**src/ctt_pkg.sv**
```systemverilog
// shared types and constants of the configuration text tokenizer
package ctt_pkg;

	// one input request: a text byte or the end marker
	typedef struct packed {
		logic [7:0] text_byte;
		logic       is_end;
	} in_item_t;

	// one result request: a piece of a token
	typedef struct packed {
		logic [2:0]  token_kind;
		logic [7:0]  value_byte;
		logic        has_byte;
		logic        token_first;
		logic        token_last;
		logic [15:0] token_line;
		logic [15:0] token_column;
	} out_item_t;

	localparam int unsigned MAX_RESULTS = 3;

	// up to three results caused by one input request
	typedef struct packed {
		logic [1:0]                  count;
		out_item_t [MAX_RESULTS-1:0] res;
	} bundle_t;

	localparam logic [2:0] KIND_EOF       = 3'd0;
	localparam logic [2:0] KIND_IDENT     = 3'd1;
	localparam logic [2:0] KIND_STRING    = 3'd2;
	localparam logic [2:0] KIND_LPAREN    = 3'd3;
	localparam logic [2:0] KIND_RPAREN    = 3'd4;
	localparam logic [2:0] KIND_COMMA     = 3'd5;
	localparam logic [2:0] KIND_SEMICOLON = 3'd6;
	localparam logic [2:0] KIND_UNKNOWN   = 3'd7;

	localparam logic [7:0] CH_UNDERSCORE = 8'h5F;
	localparam logic [7:0] CH_QUOTE      = 8'h22;
	localparam logic [7:0] CH_BACKSLASH  = 8'h5C;
	localparam logic [7:0] CH_SLASH      = 8'h2F;
	localparam logic [7:0] CH_NEWLINE    = 8'h0A;
	localparam logic [7:0] CH_NUL        = 8'h00;
	localparam logic [7:0] CH_LPAREN     = 8'h28;
	localparam logic [7:0] CH_RPAREN     = 8'h29;
	localparam logic [7:0] CH_COMMA      = 8'h2C;
	localparam logic [7:0] CH_SEMICOLON  = 8'h3B;

	// top two bits of a utf-8 continuation byte
	localparam logic [1:0] CONT_TAG = 2'b10;

endpackage

```
**src/ctt_scan.sv**
```systemverilog
// scanner state and the per-byte tokenizing logic
module ctt_scan
	import ctt_pkg::*;
#(
	parameter int unsigned POSITION_WIDTH = 16
) (
	input  logic     clk,
	input  logic     arst_n,
	input  in_item_t item,
	input  logic     fire,
	output bundle_t  results
);

	localparam int unsigned PW = POSITION_WIDTH;

	typedef enum logic [2:0] {
		MODE_IDLE,
		MODE_IDENT,
		MODE_STRING,
		MODE_ESCAPE,
		MODE_SLASH,
		MODE_COMMENT
	} mode_t;

	typedef struct packed {
		mode_t                       mode;
		logic [PW-1:0]               line;
		logic [PW-1:0]               col;
		logic [PW-1:0]               sline;
		logic [PW-1:0]               scol;
		logic                        held_v;
		logic [7:0]                  held_b;
		logic                        any_sent;
		logic [1:0]                  n;
		out_item_t [MAX_RESULTS-1:0] res;
	} ctx_t;

	mode_t         mode_q;
	logic [PW-1:0] line_q;
	logic [PW-1:0] col_q;
	logic [PW-1:0] sline_q;
	logic [PW-1:0] scol_q;
	logic          held_v_q;
	logic [7:0]    held_b_q;
	logic          any_sent_q;
	ctx_t          ctx;

	function automatic logic [15:0] f_pos16(input logic [PW-1:0] p);
		logic [PW+15:0] ext;
		ext = {16'b0, p};
		return ext[15:0];
	endfunction

	function automatic ctx_t f_put(input ctx_t c, input logic [2:0] kind, input logic [7:0] vb,
			input logic has, input logic first, input logic last);
		ctx_t r;
		r = c;
		if (c.n != 2'd3) begin
			r.res[c.n] = '{token_kind: kind, value_byte: vb, has_byte: has, token_first: first,
				token_last: last, token_line: f_pos16(c.sline), token_column: f_pos16(c.scol)};
			r.n = c.n + 2'd1;
		end
		return r;
	endfunction

	function automatic ctx_t f_push(input ctx_t c, input logic [7:0] vb);
		ctx_t r;
		r = c;
		if (c.held_v) begin
			r = f_put(r, KIND_EOF, c.held_b, 1'b1, !c.any_sent, 1'b0);
			r.any_sent = 1'b1;
		end
		r.held_b = vb;
		r.held_v = 1'b1;
		return r;
	endfunction

	function automatic ctx_t f_close(input ctx_t c, input logic [2:0] kind);
		ctx_t r;
		r = c;
		if (c.held_v)
			r = f_put(r, kind, c.held_b, 1'b1, !c.any_sent, 1'b1);
		else
			r = f_put(r, kind, 8'h00, 1'b0, !c.any_sent, 1'b1);
		r.held_v   = 1'b0;
		r.held_b   = 8'h00;
		r.any_sent = 1'b0;
		r.mode     = MODE_IDLE;
		return r;
	endfunction

	// line and code-point column advance, saturating
	function automatic ctx_t f_consume(input ctx_t c, input logic [7:0] vb);
		ctx_t r;
		r = c;
		if (vb == CH_NEWLINE) begin
			if (c.line != '1)
				r.line = c.line + PW'(1);
			r.col = PW'(1);
		end else if (vb[7:6] != CONT_TAG) begin
			if (c.col != '1)
				r.col = c.col + PW'(1);
		end
		return r;
	endfunction

	function automatic ctx_t f_mark(input ctx_t c);
		ctx_t r;
		r = c;
		r.sline = c.line;
		r.scol  = c.col;
		return r;
	endfunction

	function automatic ctx_t f_idle(input ctx_t c, input logic [7:0] vb);
		ctx_t       r;
		logic [2:0] kind;
		r = c;
		r.mode = MODE_IDLE;
		if (vb inside {8'h20, [8'h09:8'h0D]}) begin
			r = f_consume(r, vb);
		end else if (vb == CH_SLASH) begin
			r = f_mark(r);
			r.mode = MODE_SLASH;
			r = f_consume(r, vb);
		end else if (vb inside {[8'h61:8'h7A], [8'h41:8'h5A], CH_UNDERSCORE}) begin
			r = f_mark(r);
			r.mode = MODE_IDENT;
			r = f_consume(r, vb);
			r = f_push(r, vb);
		end else if (vb == CH_QUOTE) begin
			r = f_mark(r);
			r.mode = MODE_STRING;
			r = f_consume(r, vb);
		end else begin
			case (vb)
				CH_LPAREN:    kind = KIND_LPAREN;
				CH_RPAREN:    kind = KIND_RPAREN;
				CH_COMMA:     kind = KIND_COMMA;
				CH_SEMICOLON: kind = KIND_SEMICOLON;
				default:      kind = KIND_UNKNOWN;
			endcase
			r = f_mark(r);
			r = f_consume(r, vb);
			r = f_put(r, kind, vb, 1'b1, 1'b1, 1'b1);
		end
		return r;
	endfunction

	function automatic ctx_t f_string(input ctx_t c, input logic [7:0] vb);
		ctx_t r;
		r = c;
		if (vb == CH_QUOTE) begin
			r = f_consume(r, vb);
			r = f_close(r, KIND_STRING);
		end else if (vb == CH_NUL) begin
			r = f_close(r, KIND_UNKNOWN);
			r = f_idle(r, vb);
		end else if (vb == CH_BACKSLASH) begin
			r = f_consume(r, vb);
			r.mode = MODE_ESCAPE;
		end else begin
			r = f_consume(r, vb);
			r = f_push(r, vb);
		end
		return r;
	endfunction

	always_comb begin
		ctx = '{mode: mode_q, line: line_q, col: col_q, sline: sline_q, scol: scol_q,
			held_v: held_v_q, held_b: held_b_q, any_sent: any_sent_q, n: 2'd0, res: '0};
		if (item.is_end) begin
			case (mode_q)
				MODE_IDENT:  ctx = f_close(ctx, KIND_IDENT);
				MODE_STRING: ctx = f_close(ctx, KIND_UNKNOWN);
				MODE_ESCAPE: begin
					ctx = f_push(ctx, CH_BACKSLASH);
					ctx = f_close(ctx, KIND_UNKNOWN);
				end
				MODE_SLASH:  ctx = f_put(ctx, KIND_UNKNOWN, CH_SLASH, 1'b1, 1'b1, 1'b1);
				default:     ;
			endcase
			ctx = f_mark(ctx);
			ctx = f_put(ctx, KIND_EOF, 8'h00, 1'b0, 1'b1, 1'b1);
		end else begin
			case (mode_q)
				MODE_IDENT: begin
					if (item.text_byte inside {[8'h61:8'h7A], [8'h41:8'h5A], [8'h30:8'h39],
							CH_UNDERSCORE}) begin
						ctx = f_consume(ctx, item.text_byte);
						ctx = f_push(ctx, item.text_byte);
					end else begin
						ctx = f_close(ctx, KIND_IDENT);
						ctx = f_idle(ctx, item.text_byte);
					end
				end
				MODE_STRING: ctx = f_string(ctx, item.text_byte);
				MODE_ESCAPE: begin
					if (item.text_byte == CH_QUOTE) begin
						ctx = f_consume(ctx, item.text_byte);
						ctx = f_push(ctx, CH_QUOTE);
						ctx.mode = MODE_STRING;
					end else begin
						ctx = f_push(ctx, CH_BACKSLASH);
						ctx.mode = MODE_STRING;
						ctx = f_string(ctx, item.text_byte);
					end
				end
				MODE_SLASH: begin
					if (item.text_byte == CH_SLASH) begin
						ctx = f_consume(ctx, item.text_byte);
						ctx.mode = MODE_COMMENT;
					end else begin
						ctx = f_put(ctx, KIND_UNKNOWN, CH_SLASH, 1'b1, 1'b1, 1'b1);
						ctx = f_idle(ctx, item.text_byte);
					end
				end
				MODE_COMMENT: begin
					if (item.text_byte == CH_NEWLINE) begin
						ctx.mode = MODE_IDLE;
						ctx = f_consume(ctx, item.text_byte);
					end else if (item.text_byte == CH_NUL) begin
						ctx = f_idle(ctx, item.text_byte);
					end else begin
						ctx = f_consume(ctx, item.text_byte);
					end
				end
				default: ctx = f_idle(ctx, item.text_byte);
			endcase
		end
		results.count = ctx.n;
		results.res   = ctx.res;
	end

	always_ff @(posedge clk or negedge arst_n) begin
		if (!arst_n) begin
			mode_q     <= MODE_IDLE;
			line_q     <= PW'(1);
			col_q      <= PW'(1);
			sline_q    <= PW'(1);
			scol_q     <= PW'(1);
			held_v_q   <= 1'b0;
			held_b_q   <= 8'h00;
			any_sent_q <= 1'b0;
		end else if (fire) begin
			if (item.is_end) begin
				// end of text: back to the reset state
				mode_q     <= MODE_IDLE;
				line_q     <= PW'(1);
				col_q      <= PW'(1);
				sline_q    <= PW'(1);
				scol_q     <= PW'(1);
				held_v_q   <= 1'b0;
				held_b_q   <= 8'h00;
				any_sent_q <= 1'b0;
			end else begin
				mode_q     <= ctx.mode;
				line_q     <= ctx.line;
				col_q      <= ctx.col;
				sline_q    <= ctx.sline;
				scol_q     <= ctx.scol;
				held_v_q   <= ctx.held_v;
				held_b_q   <= ctx.held_b;
				any_sent_q <= ctx.any_sent;
			end
		end
	end

endmodule

```
**src/config_text_tokenizer.sv**
```systemverilog
// top level of the configuration text tokenizer
//
// usage:
//   text channel (text_valid/text_ready/text) takes one request per cycle while
//   text_ready is high: a raw byte, or the end marker (is_end set). token channel
//   (token_valid/token_ready/token) returns token pieces, at most one value byte
//   each; the last piece of a token carries the kind and token_last, the first
//   carries token_first. every piece carries the line and code-point column where
//   its token starts. a request is held in the input register, its results in the
//   result register. throughput: one text request per cycle while each request
//   yields at most one result and token_ready stays high. a request that yields k
//   results occupies the result register until all k are taken, since the token
//   port moves one result per cycle; at most three results come from one request.
//   reset: scanner idle, line and column at 1, no held value byte, both
//   registers empty. the end marker closes any open token, emits eof and
//   returns the scanner to that same state.
//   stall: while the receiver holds token_ready low the result register holds;
//   the input register keeps taking one more request, after which text_ready
//   drops until results drain.
module config_text_tokenizer
	import ctt_pkg::*;
#(
	parameter int unsigned POSITION_WIDTH = 16
) (
	input  logic      clk,
	input  logic      arst_n,
	input  logic      text_valid,
	output logic      text_ready,
	input  in_item_t  text,
	output logic      token_valid,
	input  logic      token_ready,
	output out_item_t token
);

	// input register
	logic     valid_s1;
	in_item_t item_s1;

	// result register: results of one request, drained one per cycle while token_ready is high
	bundle_t  bundle_s2;
	logic [1:0] idx_q;

	bundle_t scan_res;
	logic    step_fire;
	logic    token_fire;
	logic    last_taken;
	logic    bundle_free;

	assign token_valid = (idx_q != bundle_s2.count);
	assign token       = bundle_s2.res[idx_q];
	assign token_fire  = token_valid && token_ready;
	assign last_taken  = token_fire && ((idx_q + 2'd1) == bundle_s2.count);

	// the scanner may run when the result register is empty or empties now
	assign bundle_free = !token_valid || last_taken;
	assign step_fire   = valid_s1 && bundle_free;
	assign text_ready  = !valid_s1 || step_fire;

	ctt_scan #(
		.POSITION_WIDTH(POSITION_WIDTH)
	) u_scan (
		.clk    (clk),
		.arst_n (arst_n),
		.item   (item_s1),
		.fire   (step_fire),
		.results(scan_res)
	);

	// input register
	always_ff @(posedge clk or negedge arst_n) begin
		if (!arst_n) begin
			valid_s1 <= 1'b0;
		end else if (text_valid && text_ready) begin
			valid_s1 <= 1'b1;
		end else if (step_fire) begin
			valid_s1 <= 1'b0;
		end
	end

	always_ff @(posedge clk) begin
		if (text_valid && text_ready) begin
			item_s1 <= text;
		end
	end

	// result register and drain pointer
	always_ff @(posedge clk or negedge arst_n) begin
		if (!arst_n) begin
			bundle_s2 <= '0;
			idx_q     <= 2'd0;
		end else if (step_fire) begin
			bundle_s2 <= scan_res;
			idx_q     <= 2'd0;
		end else if (last_taken) begin
			bundle_s2.count <= 2'd0;
			idx_q           <= 2'd0;
		end else if (token_fire) begin
			idx_q <= idx_q + 2'd1;
		end
	end

	// drain pointer never passes the number of stored results
	a_idx_bound: assert property (@(posedge clk) disable iff (!arst_n)
		(idx_q <= bundle_s2.count) && (bundle_s2.count != 2'd3 || idx_q != 2'd3))
		else $error("result drain pointer out of range");

	// the scanner never overwrites results that are still waiting
	a_no_overwrite: assert property (@(posedge clk) disable iff (!arst_n)
		step_fire |-> (!token_valid || last_taken))
		else $error("result register overwritten before drained");

	// only the closing piece of a token carries a kind
	a_kind_on_last: assert property (@(posedge clk) disable iff (!arst_n)
		(token_valid && !token.token_last) |-> (token.token_kind == KIND_EOF))
		else $error("token kind on a non-final piece");

	// a waiting input request is held until the scanner takes it
	a_s1_hold: assert property (@(posedge clk) disable iff (!arst_n)
		(valid_s1 && !step_fire) |=> (valid_s1 && $stable(item_s1)))
		else $error("input register lost a request");

endmodule
```
**config.mk**
```make
export PLATFORM = sky130hd
export DESIGN_NAME = config_text_tokenizer
export DESIGN_NICKNAME = d
export VERILOG_FILES = /design/src/ctt_pkg.sv /design/src/ctt_scan.sv /design/src/config_text_tokenizer.sv
export SDC_FILE = /design/constraint.sdc
export NUM_CORES = 1
export LEC_CHECK = 0
export BUFFER_PORTS_ARGS = -buffer_cell sky130_fd_sc_hd__buf_4
export CORE_MARGIN = 2
export CORE_UTILIZATION = 48
export DETAILED_ROUTE_END_ITERATION = 12
export PLACE_DENSITY = 0.73
export SYNTH_ARGS = -nofsm -noshare
export SYNTH_HDL_FRONTEND = slang
export SYNTH_SLANG_ARGS = --single-unit
export TNS_END_PERCENT = 10
```
**constraint.sdc**
```tcl
create_clock -name clk -period 2.5 [get_ports clk]
set_input_delay 0.625 -clock clk [delete_from_list [all_inputs] [get_ports clk]]
set_output_delay 0.625 -clock clk [all_outputs]
set_load 0.02 [all_outputs]
```
==> results.toml <==
[timing]
fin_hold_ws_ns = -0.004425
worst-slew-pin-transition_ns = 0.8403
fin_worst_skew_ns = 0.02102
hold_viol = 3
rsz0062_at_grt = "true"
maxSlewHeadroom_pct = 43.68
finalSetupViolCount = 57
fin_crit_ns = 2.666
final_max_slew_viol_count = 0
post-route-period-util_pct = 106.6
worst_slack_ns = -0.1657
max_freq_ghz = 0.3751

[logic_synthesis]
synth.avg_cell_area_um2 = 8.233
synthesis.area_mm2 = 0.01505
yosysWarnings = 0
synth_edf_count = 9
seq_area_frac_synth_pct = 38.24
netlist_instances = 1828
synthFlopType = "dfrtp_1"
synth-seq-cells = 228
synth_cell_types = 88
ys_async_sr_fraction_pct = 96.05
postSynthNetCount = 1848

[route]
vias = 16510
wl_per_cell_um = 24.83
drc = 0
drt-pass1-iter-count = 9
drt-vias-per-instance = 6.805
antenna_left = 0
drt_wl_total_mm = 60.25
drtIter0Drc = 2375

[cts]
insertion_delay_ns = 0.57
clock-sinks = 228
cts_buffers = 27
cts_tree = "yes"
clock_path_buffers = 3
holdBufCountCts = 0
cts_root_buf = "clkbuf_16"
htreeDepth = 1
clk_pin_slew_ns = 0.06

[power_and_ir_drop]
power_frac_seq_pct = 21.8
intPower_mw = 12.86
swShare_pct = 45.93
p_leak_nw = 8.665
p_comb_share_pct = 61.0
pwr-share-clk_pct = 17.1
power.density_mw_per_mm2 = 1197
ir_worst_vdd_uv = 696.7
p_sw_mw = 10.92
power_mw = 23.78

[layout]
finalNonFillerCells = 2426
drive_gt1_share_pct = 28.03
multi_input_area_mm2 = 0.009231
final_nets = 2030
areaGrowthSynthToFinish_pct = 31.95
nFillCells = 2505
final_common_cell = "nand2_1"
final_cell_mix = "289 x nand2_1, 258 x buf_4, 211 x dfrtp_1"
seq_area_mm2 = 0.005763
diodes = 0
fin_util_pct = 64.58

[critical_path]
worstSetupStartpoint = "idx_q[1]"
cp.arrival_ns = 2.04
path_max_fanout = 15
cp.required_ns = 1.88
crit_path_start_kind = "register"
crit_type = "reg -> out"
cp-end-kind = "output pin"
reg2reg_from = "item_s1[7]"

[global_routing]
grt_pass1_vias = 15570
antenna_found_initial = 0
grt_max_degree = 77
grt_pass1_wl_mm = 88.44
overflow = 0
grtUsageTotal_pct = 33.86

[place]
pre_cts_ws_ns = -0.1673
dpl.hpwl_mm = 37.97
place_congestion = 1.013
dp.cells = 2335
io_buffers = 60

[floorplan]
core_area_mm2 = 0.03075
die-width_um = 181.1
pin_count = 61
start_util_pct = 48.95
dieHeight_um = 181.1
fp.dieArea_mm2 = 0.03279
num_rows = 64

[min_path]
min_path_type = "in -> async"

[outcome]
violations = "negative hold slack, negative setup slack"
status = "complete, but fails checks"

[run]
cap_viol_max_count = 0
[timing repair]
action,4_1_cts,5_1_grt
endpoints found under the setup margin,148,210
resized for setup,108,129
pin swaps,7,54
setup buffers,9,19
cloned,4,11
[through the flow]
step           hold slack [ns]  setup TNS [ns]  area, µm²
2_1_floorplan           0.3294          -7.851      15060
3_3_place_gp            0.4608          -5.120      17470
3_5_place_dp            0.4703          -7.740      17470
4_1_cts               0.001768          -4.305      18870
5_1_grt                0.01838          -10.33      19860
6_report             -0.004425          -4.845      19860
[worst max-delay path: stages, from the launching register on]
cell and delay [ns]:
dfrtp_4 0.52, buf_4 0.20, buf_16 0.18, mux2i_1 0.15, o21ai_2 0.22, buf_6 0.16
[power by group through the flow]
stage	Sequential [mW]	Clock, mW	Combinational, mW
final	5.19	4.07	14.5
after global routing	5.24	4.24	15.2
after CTS	5.12	4.08	12.8
after detailed placement	5.17	0	11.9
after global placement	5.13	0	11.7
after floorplan	4.82	0	7.30
[registers in the layout (all words and copies together), names as in the netlist, 2 cells and up]
name	count
bundle_s2	139
u_scan.col_q	16
u_scan.line_q	16
u_scan.scol_q	16
u_scan.sline_q	16
item_s1	9
u_scan.held_b_q	8
u_scan.mode_q	3
idx_q	2
[per-layer routing]
layer  vias to the layer above  track usage [%]  wire, µm
li1                       7153                -         -
met1                      7966            47.91     23700
met2                      1155            52.20     26590
met3                       234            5.584      6975
met4                         0            12.59      2979
met5                         -            1.037         0
[cell usage after synthesis, types with 9 or more instances]
library cell | n | share of area (%)
a21oi_1 | 87 | 2.9
dfrtp_1 | 215 | 36
a221o_1 | 13 | 0.86
and3_1 | 47 | 2.0
a211oi_1 | 10 | 0.50
nor3_1 | 77 | 2.6
nor2b_1 | 40 | 1.7
edfxtp_1 | 9 | 1.8
a221oi_1 | 39 | 2.3
nand3_1 | 34 | 1.1
buf_1 | 12 | 0.30
a31o_2 | 23 | 1.3
a22o_1 | 43 | 2.5
buf_2 | 26 | 0.86
a31oi_1 | 15 | 0.62
a21o_1 | 23 | 1.1
clkbuf_1 | 147 | 3.7
nand4_1 | 85 | 3.5
a22oi_1 | 30 | 1.5
inv_1 | 15 | 0.37
mux2i_1 | 87 | 5.8
o21ai_0 | 149 | 5.0
nor4_1 | 25 | 1.0
o211ai_1 | 11 | 0.55
xnor2_1 | 15 | 0.87
nor2_1 | 89 | 2.2
nand2_1 | 299 | 7.5
[worst paths after layout]
kind	end	slack [ns]	cells past startpoint
hold reg to reg	bundle_s2[41]	0.48	2
setup / recovery	token[9]	-0.17	5
setup reg to reg	u_scan.line_q[9]	-0.05	6
max in group asynchronous	u_scan.line_q[4]	1.72	2
min in group clk	item_s1[3]	0.24	1
hold / removal	u_scan.held_b_q[1]	-0.004	1
[logic make-up (layout without fill, tap and decap cells)]
kind of cell               count (synthesis)  after routing  synth area share (%)
DFF                                      228            228                 38.24
xor gates and xnor gates                  19             19                 1.106
and+or+nand+nor                          751            751                 24.42
AOI/OAI and AO/OA                        527            527                 24.15
buffers and inverters                    206            408                 5.487
muxes                                     90             90                 6.010
adders and majority gates                  7              7                0.5819
[area by class of cell]
class	instances	share of cell area [%]
Multi-Input combinational cell	1394	46.48
Sequential cell	228	29.02
Timing Repair Buffer	343	17.11
Clock buffer	41	4.020
Tap cell	396	2.495
Clock inverter	8	0.5670
Inverter	16	0.3024
(Power assumes the default switching activity.)
